`config.mk`:
```
export PLATFORM = sky130hd
export DESIGN_NAME = lab_row_cell
export DESIGN_NICKNAME = d
export VERILOG_FILES = /design/src/life_automaton_board_assert.svh /design/src/lab_pkg.sv /design/src/lab_row_cell.sv
export SDC_FILE = /design/constraint.sdc
export NUM_CORES = 1
export LEC_CHECK = 0
export BUFFER_PORTS_ARGS = -buffer_cell sky130_fd_sc_hd__buf_2
export CORE_MARGIN = 3
export CORE_UTILIZATION = 47
export CTS_BUF_LIST = sky130_fd_sc_hd__clkbuf_8
export CTS_CLUSTER_SIZE = 40
export DETAILED_ROUTE_END_ITERATION = 8
export GPL_TIMING_DRIVEN = 1
export PLACE_DENSITY = 0.93
export SLEW_MARGIN = 20
export SYNTH_ARGS = -nofsm -noshare
export SYNTH_HDL_FRONTEND = slang
export SYNTH_SLANG_ARGS = --single-unit
export TNS_END_PERCENT = 100
```
`constraint.sdc`:
```
create_clock -name clk -period 0.9 [get_ports clk]
set_clock_uncertainty 0.05 [all_clocks]
set_input_delay 0.045 -clock clk [delete_from_list [all_inputs] [get_ports clk]]
set_output_delay 0.045 -clock clk [all_outputs]
set_load 0.01 [all_outputs]
```
`src/life_automaton_board_assert.svh`:
```
// assertion macros shared by the life board rtl
// no dependencies; included by the modules that carry assertions
`ifndef LIFE_AUTOMATON_BOARD_ASSERT_SVH
`define LIFE_AUTOMATON_BOARD_ASSERT_SVH

// same-cycle implication under the async active-low reset
`define LAB_ASSERT_NOW(label, clk, rst_n, ante, cons) \
	label: assert property (@(posedge clk) disable iff (!rst_n) (ante) |-> (cons)) \
		else $error("life board check failed");

// next-cycle implication under the async active-low reset
`define LAB_ASSERT_NEXT(label, clk, rst_n, ante, cons) \
	label: assert property (@(posedge clk) disable iff (!rst_n) (ante) |=> (cons)) \
		else $error("life board check failed");

`endif

```
`src/lab_pkg.sv`:
```
// shared types, codes and constants of the life board
// no dependencies; imported by every module of the block
package lab_pkg;

	// default board bounds
	localparam int DEF_MAX_ROWS = 64;
	localparam int DEF_MAX_COLS = 64;

	// configuration port
	localparam int CFG_DATA_W = 7;
	localparam int CFG_IDX_W  = 1;
	localparam logic [CFG_IDX_W-1:0] REG_ROWS = 1'b0;
	localparam logic [CFG_IDX_W-1:0] REG_COLS = 1'b1;
	localparam int SIZE_AT_RESET = 10;

	// command codes
	localparam logic [1:0] KIND_WRITE   = 2'd0;
	localparam logic [1:0] KIND_READ    = 2'd1;
	localparam logic [1:0] KIND_ADVANCE = 2'd2;

	// b3/s23 neighbor counts
	localparam logic [3:0] BIRTH_COUNT = 4'd3;
	localparam logic [3:0] KEEP_COUNT  = 4'd2;

	// input beat
	typedef struct packed {
		logic [1:0] kind;
		logic [5:0] row;
		logic [5:0] col;
		logic       alive;
	} lab_in_t;

	// output beat
	typedef struct packed {
		logic cell_value;
		logic index_error;
	} lab_out_t;

	// control shared by all row cells of the ring
	typedef struct packed {
		logic shift;
		logic clear;
	} lab_ring_ctl_t;

	// controller states
	typedef enum logic [1:0] {
		ST_IDLE,
		ST_PASS,
		ST_FINISH
	} lab_state_t;

endpackage

```
`src/lab_row_cell.sv`:
```
// one row cell of the board ring: holds one row, takes its neighbor's row on a shift
// depends on lab_pkg
module lab_row_cell
	import lab_pkg::*;
#(
	parameter int W = DEF_MAX_COLS
) (
	input  logic          clk,
	input  logic          arst_n,
	input  lab_ring_ctl_t ctl,
	input  logic [W-1:0]  d,
	output logic [W-1:0]  q
);

	logic [W-1:0] row_q;

	// row storage: clear wins over shift
	always_ff @(posedge clk or negedge arst_n) begin
		if (!arst_n) begin
			row_q <= '0;
		end else if (ctl.clear) begin
			row_q <= '0;
		end else if (ctl.shift) begin
			row_q <= d;
		end
	end

	assign q = row_q;

endmodule

```
==> metrics.cfg <==
[run_status]
outcome=complete, but fails checks
violations=negative setup slack

[flow_run]
maxCapViolations=0

[finish]
nets=510
drive_gt1_share_pct=42.95
final_area_um2=4584
syn_to_final_growth_pct=75.56
diodes=0
largest_register_ffs=64

[hold_path]
min_from=ctl[0]
min_path_type=primary input to register
hold_end=q[4]$_DFFE_PN0P_
whs_path_depth=3

[critical_path]
cp_data_required_time_ps=810
arrival_ps=880
worst_path_dominant_cell_family=flip-flops
critical_path_class=register to primary output
rr_endpoint=q[60]$_DFFE_PN0P_
cp.buffers_inverters=1
path_max_fanout=2
start_kind=register
cpPeakStageDelay_ps=410
slowest_stage=dfrtp_1
critPathCaptureType=primary output
r2r_setup_slack_ps=-60
r2r_cells=3
r2r_start=q[60]$_DFFE_PN0P_
critical_path.cell_chain=buf_2

[synthesis]
synth.avg_cell_area_um2=12.68
syn_nets=274
yosys_warnings=0
syn_inst=206
synth_seq_cells=64
yosysSeqAreaShare_pct=61.33
ys_types=7
syn_area_um2=2611

[power_and_ir_drop]
total_power_mw=6.990
vdd_drop_max_mv=1.302
leakagePower_nw=2.570
pwr_density_cell_nw_per_um2=1525

[floorplanning]
ios=132
dieArea_um2=6486
die_x_um=80.54
dieHeight_um=80.54
initial_core_util_pct=49.86
fp-row-count=26
coreArea_um2=5238

[drt]
dr_total_vias=2617
drc_errors=0
vias_per_cell=5.062
wl_um=9581
ant_nets=0
wl_per_cell_um=18.53
drt_iter0_drc=124
drt-pass1-iter-count=4

[sta]
grt_setup_unrepaired=true
fmax_mhz=1023
fin_crit_sh_pct=108.6
setup_ws_ps=-77.17
finalHoldViolCount=0
min_period_ps=977.2
maxSlewHeadroom_pct=73.43
final-setup-viol-count=73
drv_slew=0
worst_pin_slew_ps=398.6

[placement]
gp_congestion=0.6780
dpl_cell_area_um2=3336
numPortBuffers=131
dp_hpwl_um=4265

[global_route]
grt_pass1_vias=2732
grt_max_degree=35
gr-usage-all-layers_pct=27.28
antenna_found_initial=1
grt_pass1_wl_um=13300
overflow=0

[clock_network]
cts_tree=built
cts_buffer_depth=2
clk_pin_slew_ps=70
cts_root_buffer=clkbuf_8
clock_latency_ps=310
cts_made_buffers=9
cts_num_sinks=64
cts_max_level=3

-- logic make-up after synthesis --
family	after synthesis	synth area share, %
muxes	64	24.53
DFF	64	61.33
and+or+nand+nor	64	9.200
buffers and inverters	14	4.935
-- repair_timing --
action                                  4_1_cts  5_1_grt
hold buffers                                 65        0
endpoints found under the hold margin       128        0
pin swaps                                     0        8
endpoints found under the setup margin       64       78
gates resized for setup                       1       21
setup buffers                                18       19
-- placed cells by master, fill, tap and decap left out --
cell type / count
buf_12: 5
buf_2: 116
buf_4: 36
buf_6: 17
bufinv_16: 1
clkbuf_8: 11
clkinv_2: 2
dfrtp_1: 64
dlygate4sd3_1: 65
inv_1: 2
mux2i_1: 61
mux2i_2: 2
mux2i_4: 1
nor2_1: 63
nor2_2: 1
-- cell type report --
class / count / area (um^2)
fill: 234 / 653.1
clock buffer: 11 / 151.4
tap: 70 / 87.58
clock inverter: 5 / 47.55
multi-input combinational: 128 / 903.4
timing repair buffer: 239 / 1793
sequential: 64 / 1602
-- layer usage --
| layer | wire, um | share of wire [%] | GRT usage, % | vias to the layer above |
|---|---|---|---|---|
| li1 | - | - | - | 1152 |
| met1 | 3439 | 36 | 29.52 | 1266 |
| met2 | 5034 | 53 | 49.92 | 156 |
| met3 | 735 | 7.7 | 7.175 | 41 |
| met4 | 360 | 3.8 | 11.32 | 2 |
| met5 | 12 | 0.13 | 0 | - |
-- synth_stat cells --
cell type  number  share of area [%]
mux2i_1        64                 25
clkbuf_2        1               0.19
buf_6           1               0.43
buf_1           6               0.86
dfrtp_1        64                 61
nor2_1         64                9.2
buf_8           6                3.5
-- where the power goes --
part / total (mW) / switching, mW / internal, mW
logic: 1.38 / 0.610 / 0.771
registers: 3.15 / 0.114 / 3.04
clock network: 2.46 / 1.05 / 1.40
-- worst max path at each step --
stage,endpoint,depth (start not counted),slack (ps),from
after CTS,q[11],1,-70,q[11]$_DFFE_PN0P_
after detailed placement,q[61]$_DFFE_PN0P_,4,-0.7,ctl[1]
after global routing,q[51],1,-110,q[51]$_DFFE_PN0P_
after floorplan,q[10]$_DFFE_PN0P_,4,140,ctl[1]
after global placement,q[32]$_DFFE_PN0P_,4,50,ctl[1]
final,q[51],1,-80,q[51]$_DFFE_PN0P_
-- metrics by stage --
stage | instances | utilization (%) | hold slack, ps | TNS, ps | setup WS (ps)
6_report | 517 | 87.53 | 116.5 | -3103 | -77.17
5_1_grt | 517 | 87.53 | 110.4 | -6051 | -105.5
4_1_cts | 498 | 82.61 | 87.92 | -2985 | -72.56
3_5_place_dp | 399 | 63.69 | -13.42 | -0.7426 | -0.7426
3_3_place_gp | 399 | 63.69 | -26.56 | 0 | 51.64
2_1_floorplan | 206 | - | -300.6 | 0 | 144.8
-- worst reg2reg max path, delay by kind of cell, from the launching register on --
family	cells	cell delay, ps
buf+inv	1	130
flops	1	410
mux	1	170
simple gates	1	80
Note: power is estimated with default switching activity, not from simulation.
