===== src/life_automaton_board_assert.svh =====
// assertion macros shared by the life board rtl
// no dependencies; included by the modules that carry assertions
`ifndef LIFE_AUTOMATON_BOARD_ASSERT_SVH
`define LIFE_AUTOMATON_BOARD_ASSERT_SVH

// same-cycle implication under the async active-low reset
`define LAB_ASSERT_NOW(label, clk, rst_n, ante, cons) \
	label: assert property (@(posedge clk) disable iff (!rst_n) (ante) |-> (cons)) \
		else $error("life board check failed");

// next-cycle implication under the async active-low reset
`define LAB_ASSERT_NEXT(label, clk, rst_n, ante, cons) \
	label: assert property (@(posedge clk) disable iff (!rst_n) (ante) |=> (cons)) \
		else $error("life board check failed");

`endif


===== src/lab_pkg.sv =====
// shared types, codes and constants of the life board
// no dependencies; imported by every module of the block
package lab_pkg;

	// default board bounds
	localparam int DEF_MAX_ROWS = 64;
	localparam int DEF_MAX_COLS = 64;

	// configuration port
	localparam int CFG_DATA_W = 7;
	localparam int CFG_IDX_W  = 1;
	localparam logic [CFG_IDX_W-1:0] REG_ROWS = 1'b0;
	localparam logic [CFG_IDX_W-1:0] REG_COLS = 1'b1;
	localparam int SIZE_AT_RESET = 10;

	// command codes
	localparam logic [1:0] KIND_WRITE   = 2'd0;
	localparam logic [1:0] KIND_READ    = 2'd1;
	localparam logic [1:0] KIND_ADVANCE = 2'd2;

	// b3/s23 neighbor counts
	localparam logic [3:0] BIRTH_COUNT = 4'd3;
	localparam logic [3:0] KEEP_COUNT  = 4'd2;

	// input beat
	typedef struct packed {
		logic [1:0] kind;
		logic [5:0] row;
		logic [5:0] col;
		logic       alive;
	} lab_in_t;

	// output beat
	typedef struct packed {
		logic cell_value;
		logic index_error;
	} lab_out_t;

	// control shared by all row cells of the ring
	typedef struct packed {
		logic shift;
		logic clear;
	} lab_ring_ctl_t;

	// controller states
	typedef enum logic [1:0] {
		ST_IDLE,
		ST_PASS,
		ST_FINISH
	} lab_state_t;

endpackage


===== src/lab_row_rule.sv =====
// next-generation rule for one row from the old rows above, at and below
// depends on lab_pkg
module lab_row_rule
	import lab_pkg::*;
#(
	parameter int W = DEF_MAX_COLS
) (
	input  logic [W-1:0] above,
	input  logic [W-1:0] mid,
	input  logic [W-1:0] below,
	input  logic [W-1:0] col_mask,
	output logic [W-1:0] next
);

	logic [W+1:0] ae;
	logic [W+1:0] me;
	logic [W+1:0] be;

	// pad with dead cells at both board edges
	assign ae = {1'b0, above & col_mask, 1'b0};
	assign me = {1'b0, mid & col_mask, 1'b0};
	assign be = {1'b0, below & col_mask, 1'b0};

	// count eight neighbors for every column and apply the rule
	always_comb begin
		logic [3:0] n;
		n = '0;
		for (int c = 0; c < W; c++) begin
			n = 4'(ae[c]) + 4'(ae[c+1]) + 4'(ae[c+2])
			  + 4'(me[c]) + 4'(me[c+2])
			  + 4'(be[c]) + 4'(be[c+1]) + 4'(be[c+2]);
			next[c] = col_mask[c]
				& ((n == BIRTH_COUNT) | (me[c+1] & (n == KEEP_COUNT)));
		end
	end

endmodule


===== config.mk =====
export PLATFORM = sky130hd
export DESIGN_NAME = lab_row_rule
export DESIGN_NICKNAME = d
export VERILOG_FILES = /design/src/life_automaton_board_assert.svh /design/src/lab_pkg.sv /design/src/lab_row_rule.sv
export SDC_FILE = /design/constraint.sdc
export NUM_CORES = 1
export LEC_CHECK = 0
export BUFFER_PORTS_ARGS = -buffer_cell sky130_fd_sc_hd__buf_2
export CORE_MARGIN = 8
export CORE_UTILIZATION = 40
export DETAILED_ROUTE_END_ITERATION = 10
export PLACE_DENSITY = 0.69
export SYNTH_ARGS = -nofsm -noshare
export SYNTH_HDL_FRONTEND = slang
export SYNTH_SLANG_ARGS = --single-unit
export TNS_END_PERCENT = 1

===== constraint.sdc =====
create_clock -name vclk -period 4.25
set_input_delay 0.85 -clock vclk [all_inputs]
set_output_delay 0.85 -clock vclk [all_outputs]
set_load 0.02 [all_outputs]

==> impl_metrics.json, run 1 <==
{
  "netlist_top_cells_area": "fa_1 (31%), ha_1 (19%), nand2_1 (8.2%)",
  "io-pin-count": 320,
  "setup_slack_ps": -468,
  "holdCritStartpoint": "col_mask[63]",
  "cp.required_ps": 3400,
  "post-route-period-util_pct": 111,
  "vias": 12700,
  "seq_area_frac_synth_pct": 0,
  "dpl_cell_area_sq_mm": 0.0180,
  "setup_viol": 62,
  "cp-start-kind": "primary input",
  "synth_area_leader_cell": "fa_1",
  "hpwlAfterDp_mm": 34.1,
  "cellPowerDensity_mw_per_mm2": 184,
  "p_seq_share_pct": 0,
  "portBuffers": 320,
  "cpPeakStageDelay_ps": 530,
  "hold_viol": 0,
  "routed_wl_mm": 36.8,
  "cap_violations": 0,
  "worst-path-buf-inv": 4,
  "intPower_mw": 1.67,
  "post-route-min-period_ps": 4720,
  "wl_per_cell_um": 14.4,
  "whs_path_depth": 4,
  "ys_types": 28,
  "dp.cells": 2552,
  "rsz0062_at_grt": "yes",
  "p_sw_mw": 1.79,
  "min_to": "next[63]",
  "timing.fmax_mhz": 212,
  "final_nets": 2800,
  "ir_drop_v": 0.000114,
  "initial_core_util_pct": 40.5,
  "syn_inst": 1482,
  "die_w_um": 192,
  "p_total_mw": 3.46,
  "finalHoldWorstSlack_ps": 2060,
  "dieArea_sq_mm": 0.0367,
  "synth_top_area_share_pct": 31.2,
  "syn-num-nets": 2122,
  "slowest_stage": "fa_2",
  "area_growth_pct": 52.9,
  "setup.worst_path.end_class": "output pin",
  "status": "finished with violations",
  "arrival_ps": 3870,
  "tns_ps": -20550,
  "num-clock-buffers": 0,
  "final_antenna_net_count": 0,
  "drv_slew": 0,
  "fp.coreArea_sq_mm": 0.0304,
  "swShare_pct": 51.7,
  "drt_iter0_markers": 304,
  "path_cells": "buf_2, nand2_4, xor2_1, ha_1, inv_1, fa_1, inv_1, fa_1, and3_4, fa_2, nand2_2, a2111oi_4, buf_4",
  "final_cell_count_no_fill": 2558,
  "dr.pass1.iters": 6,
  "p_comb_share_pct": 100.0,
  "mappedNetlistArea_sq_mm": 0.0123,
  "grt.overflow.total": 0,
  "finalInstanceArea_sq_mm": 0.0188,
  "crit_path_max_fanout": 4,
  "leakage_nw": 10.3,
  "grt_pass1_vias": 14000,
  "avgSynthCellArea_sq_um": 8.31,
  "hold_path_class": "in -> out",
  "drive_gt1_share_pct": 44.4,
  "tightest_slew_ps": 468,
  "gp_congestion": 0.853,
  "ys_warn_count": 0,
  "relSlewSlack_pct": 68.6,
  "grt_max_degree": 6,
  "routed_via_density": 4.96,
  "die_h_um": 192,
  "rows": 64,
  "pwr-share-clk_pct": 0,
  "grt_pass1_wl_mm": 62.6,
  "seq_cells": 0,
  "antenna_found_initial": 6,
  "seqCellArea_sq_um": 0,
  "violations": "negative setup slack",
  "critical_path.top_delay_family": "adder cells",
  "crit_type": "in -> out",
  "drt_drc_violations_left": 0,
  "grt_usage_pct": 19.9
}
[cell families after synthesis]
kind of cell	share of synthesized area, %
AOI/OAI and AO/OA	16.5
adders and majority gates	50.7
xor gates and xnor gates	4.27
and+or+nand+nor	20.6
buffers and inverters	7.89
[layout by cell type, fill, tap and decap left out, drive strengths merged, types with 2 or more instances in the layout]
cell type / count
a2111oi: 42
a211oi: 42
a21oi: 67
a31o: 3
a31oi: 14
and2: 64
and3: 70
buf: 674
clkbuf: 2
diode: 4
fa: 192
ha: 192
inv: 259
nand2: 270
nand2b: 2
nand3: 5
nand3b: 15
nor2: 43
nor2b: 44
nor3: 2
o211ai: 5
o21ai: 14
o21bai: 71
or2: 5
xnor2: 3
xor2: 57
[power groups by stage]
stage | clock network [mW] | logic (mW) | registers, mW
floorplan | 0 | 2.17 | 0
global placement | 0 | 3.10 | 0
detailed placement | 0 | 3.26 | 0
CTS | 0 | 3.49 | 0
global route | 0.0000000944 | 3.89 | 0
finish | 0.000000126 | 3.46 | 0
[timing repair]
action	CTS	global route
hold buffers	0	0
pin swaps	85	26
resized for setup	234	26
gates cloned	0	0
buffers inserted	2	0
endpoints found under the setup margin	62	62
[through the flow]
step,util [%],setup slack (ps)
2_1_floorplan,-,-169
5_1_grt,61.9,-587
3_5_place_dp,59.1,-561
4_1_cts,61.6,-451
3_3_place_gp,59.1,-504
6_report,61.9,-468
[Yosys cell counts (2+ instances only)]
master	number
a2111oi_2	42
a211oi_1	42
a21oi_1	67
a31o_2	3
a31oi_1	14
and2_1	27
and2_2	36
and3_1	69
fa_1	192
ha_1	192
inv_1	259
nand2_1	269
nand2b_1	2
nand3_1	5
nand3b_1	15
nor2_1	43
nor2b_1	44
nor3_1	2
o211ai_1	5
o21ai_0	14
o21bai_1	71
or2_2	5
xnor2_1	3
xor2_1	57
[worst max-delay path by stage]
stage	startpoint	end	cells after the start
after floorplan	above[1]	next[2]	11
after global placement	col_mask[30]	next[30]	13
after detailed placement	col_mask[49]	next[50]	14
after CTS	col_mask[15]	next[16]	13
after global routing	col_mask[15]	next[15]	14
final	col_mask[35]	next[36]	13
[layer usage]
layer	vias up	share of wire, %	wire (um)	track usage [%]
li1	6280	-	-	-
met1	6061	41	15100	23.1
met2	269	52	19100	38.3
met3	62	4.5	1670	2.33
met4	6	2.7	999	4.41
met5	-	0.092	34	0
[worst min-delay path, stage by stage]
cell	delay [ps]
buf_2	120
nand2_1	60
nor3_1	30
buf_2	150
[area by class of cell]
type               count  area (sq um)
diodes                 4          10.0
inverters            259           972
well taps            396           495
multi-input cells   1223         12800
fillers             2607         11600
repair buffers       676          4600
(Power assumes the default switching activity.)
==> inputs of run 2 (changes only) <==
- ABC_AREA: unset -> 1
- CORE_ASPECT_RATIO: unset -> 0.7
- PLACE_DENSITY: 0.69 -> 0.68
- SKIP_LAST_GASP: unset -> 1
==> run 2 against run 1 <==
Compared with the run above:
- the run still ends with negative setup slack left
- hold slack improved by 7.5 ps
- via count increased by 11%
- first-iteration DRC count increased by 82%
- critical path type unchanged
- largest power group unchanged
- highest routed layer is now met4
==> impl_metrics.json, run 2 <==
{
  "layout_common_cells": "inv_1 (537), nand2_1 (371), buf_4 (351)",
  "final_nets": 3212,
  "relSlewSlack_pct": 81.0,
  "drt_iter0_markers": 554,
  "final_common_cell": "inv_1",
  "multiInputGateArea_sq_mm": 0.0117,
  "tns_ps": -24250,
  "arrival_ps": 3880,
  "status": "finished with violations",
  "cp-start-kind": "primary input",
  "netlist_top_cells_area": "fa_1 (29%), ha_1 (18%), inv_1 (15%)",
  "dr.pass1.iters": 5,
  "final_core_util_pct": 55.5,
  "dieArea_sq_mm": 0.0399,
  "pre_cts_ws_ps": -494,
  "die_w_um": 235,
  "ir_drop_v": 0.000140,
  "p_seq_share_pct": 0,
  "gp_congestion": 0.895,
  "hold_path_class": "in -> out",
  "synth.most_common_cell": "inv_1",
  "timing.fmax_mhz": 212,
  "routed_wl_mm": 39.3,
  "grt_pass1_wl_mm": 67.1,
  "drive_gt1_share_pct": 33.6,
  "grt_max_degree": 7,
  "syn_inst": 1910,
  "fp.coreArea_sq_mm": 0.0334,
  "p_comb_share_pct": 100.0,
  "ys_warn_count": 0,
  "post-route-period-util_pct": 111,
  "io-pin-count": 320,
  "portBuffers": 320,
  "cp.required_ps": 3400,
  "seq_area_frac_synth_pct": 0,
  "yosys-top-cells-count": "inv_1 (556), nand2_1 (373), fa_1 (192), ha_1 (192), a21oi_1 (119)",
  "seqCellArea_sq_um": 0,
  "num-fill-cells": 3120,
  "crit_path_max_fanout": 6,
  "area_growth_pct": 37.4,
  "cap_violations": 0,
  "post-route-min-period_ps": 4730,
  "setup_viol": 62,
  "die_h_um": 170,
  "tightest_slew_ps": 286,
  "vias": 14000,
  "p_total_mw": 3.58,
  "hpwlAfterDp_mm": 37.1,
  "setup.worst_path.end": "next[56]",
  "setup_slack_ps": -475,
  "rows": 56,
  "rsz0062_at_grt": "yes",
  "grt_usage_pct": 19.2,
  "setup.worst_path.end_class": "output pin",
  "intPower_mw": 1.57,
  "cellPowerDensity_mw_per_mm2": 193,
  "cp-startpoint": "above[56]",
  "pwr-share-clk_pct": 0,
  "grt.overflow.total": 0,
  "synth_top_area_share_pct": 28.5,
  "drt_drc_violations_left": 0,
  "ys_types": 17,
  "grt_pass1_vias": 15000,
  "hold_viol": 0,
  "leakage_nw": 11.3,
  "drv_slew": 0,
  "antenna_found_initial": 6,
  "swShare_pct": 56.1,
  "final_antenna_net_count": 0,
  "ctsHoldBuffers": 0,
  "seq_cells": 0,
  "crit_type": "in -> out",
  "num-clock-buffers": 0,
  "p_sw_mw": 2.01,
  "avgSynthCellArea_sq_um": 7.06,
  "synth_area_leader_cell": "fa_1",
  "dpl_cell_area_sq_mm": 0.0184,
  "routed_via_density": 4.67,
  "mappedNetlistArea_sq_mm": 0.0135,
  "wl_per_cell_um": 13.1,
  "syn-num-nets": 2550,
  "finalInstanceArea_sq_mm": 0.0185,
  "initial_core_util_pct": 40.4,
  "violations": "negative setup slack"
}
## run 2: changes by cell type after synthesis, moves of 44 or more
cell     before  now
nand2_1     269  373
a21oi_1      67  119
nand2_2       1   56
and3_1       69    0
inv_1       259  556
nor2_4        0   56
nor2b_1      44    0
nand3_1       5  112
## run 2: layer usage
layer,global-route usage (%),vias to the layer above,share of wire [%]
met1,24.2,6599,45
met5,0,-,0
met2,35.0,288,50
met3,2.37,45,4.2
li1,-,7112,-
met4,4.02,0,1.7
## run 2: worst max-delay path, cell delays in order
cell and delay, ps:
buf_2 100, nand2_2 120, xor2_1 190, ha_1 280, inv_1 50, fa_1 480, inv_1 60, fa_1 510
inv_2 100, nor2_4 50, fa_1 470, nand2_1 60, a21oi_1 130, nand3_1 110, nor2_2 140, buf_4 160
## run 2: cell type report
| class | count | share of cell area, % |
|---|---|---|
| diodes | 5 | 0.0676 |
| well taps | 435 | 2.94 |
| multi-input cells | 1354 | 63.0 |
| repair buffers | 660 | 22.8 |
| inverters | 556 | 11.3 |
## run 2: worst min path at each step
| stage | depth (start not counted) | to | slack (ps) | from |
|---|---|---|---|---|
| 6_report | 4 | next[63] | 2070 | col_mask[63] |
| 5_1_grt | 4 | next[63] | 2100 | col_mask[63] |
| 3_5_place_dp | 4 | next[63] | 2070 | col_mask[63] |
| 2_1_floorplan | 2 | next[63] | 1830 | col_mask[63] |
| 3_3_place_gp | 4 | next[63] | 2060 | col_mask[63] |
| 4_1_cts | 4 | next[63] | 2070 | col_mask[63] |
## run 2: power groups by stage
stage               combinational (mW)  sequential [mW]    clock, mW
CTS                               3.56                0            0
floorplan                         2.31                0            0
global placement                  3.34                0            0
detailed placement                3.51                0            0
finish                            3.58                0  0.000000158
global route                      4.08                0  0.000000158
## run 2: timing repair
action,in CTS,in global routing
resized for setup,13,29
pin swaps,3,13
gates cloned,0,0
buffers inserted,1,4
endpoints found under the setup margin,62,62
## run 2: cells by family (layout without fill, tap and decap cells)
group / count (synthesis) / in the layout / synth area share (%)
XOR/XNOR: 60 / 60 / 3.90
AO/OA/AOI/OAI: 241 / 241 / 10.2
AND/OR/NAND/NOR: 669 / 669 / 24.1
adder cells (fa/ha/maj): 384 / 384 / 46.3
buffers and inverters: 556 / 1216 / 15.5
other: 0 / 5 / 0
## run 2: through the flow
stage | hold slack (ps) | cells
3_3_place_gp | 2060 | 3000
4_1_cts | 2070 | 3001
2_1_floorplan | 1830 | 1910
6_report | 2070 | 3010
5_1_grt | 2100 | 3010
3_5_place_dp | 2070 | 3000
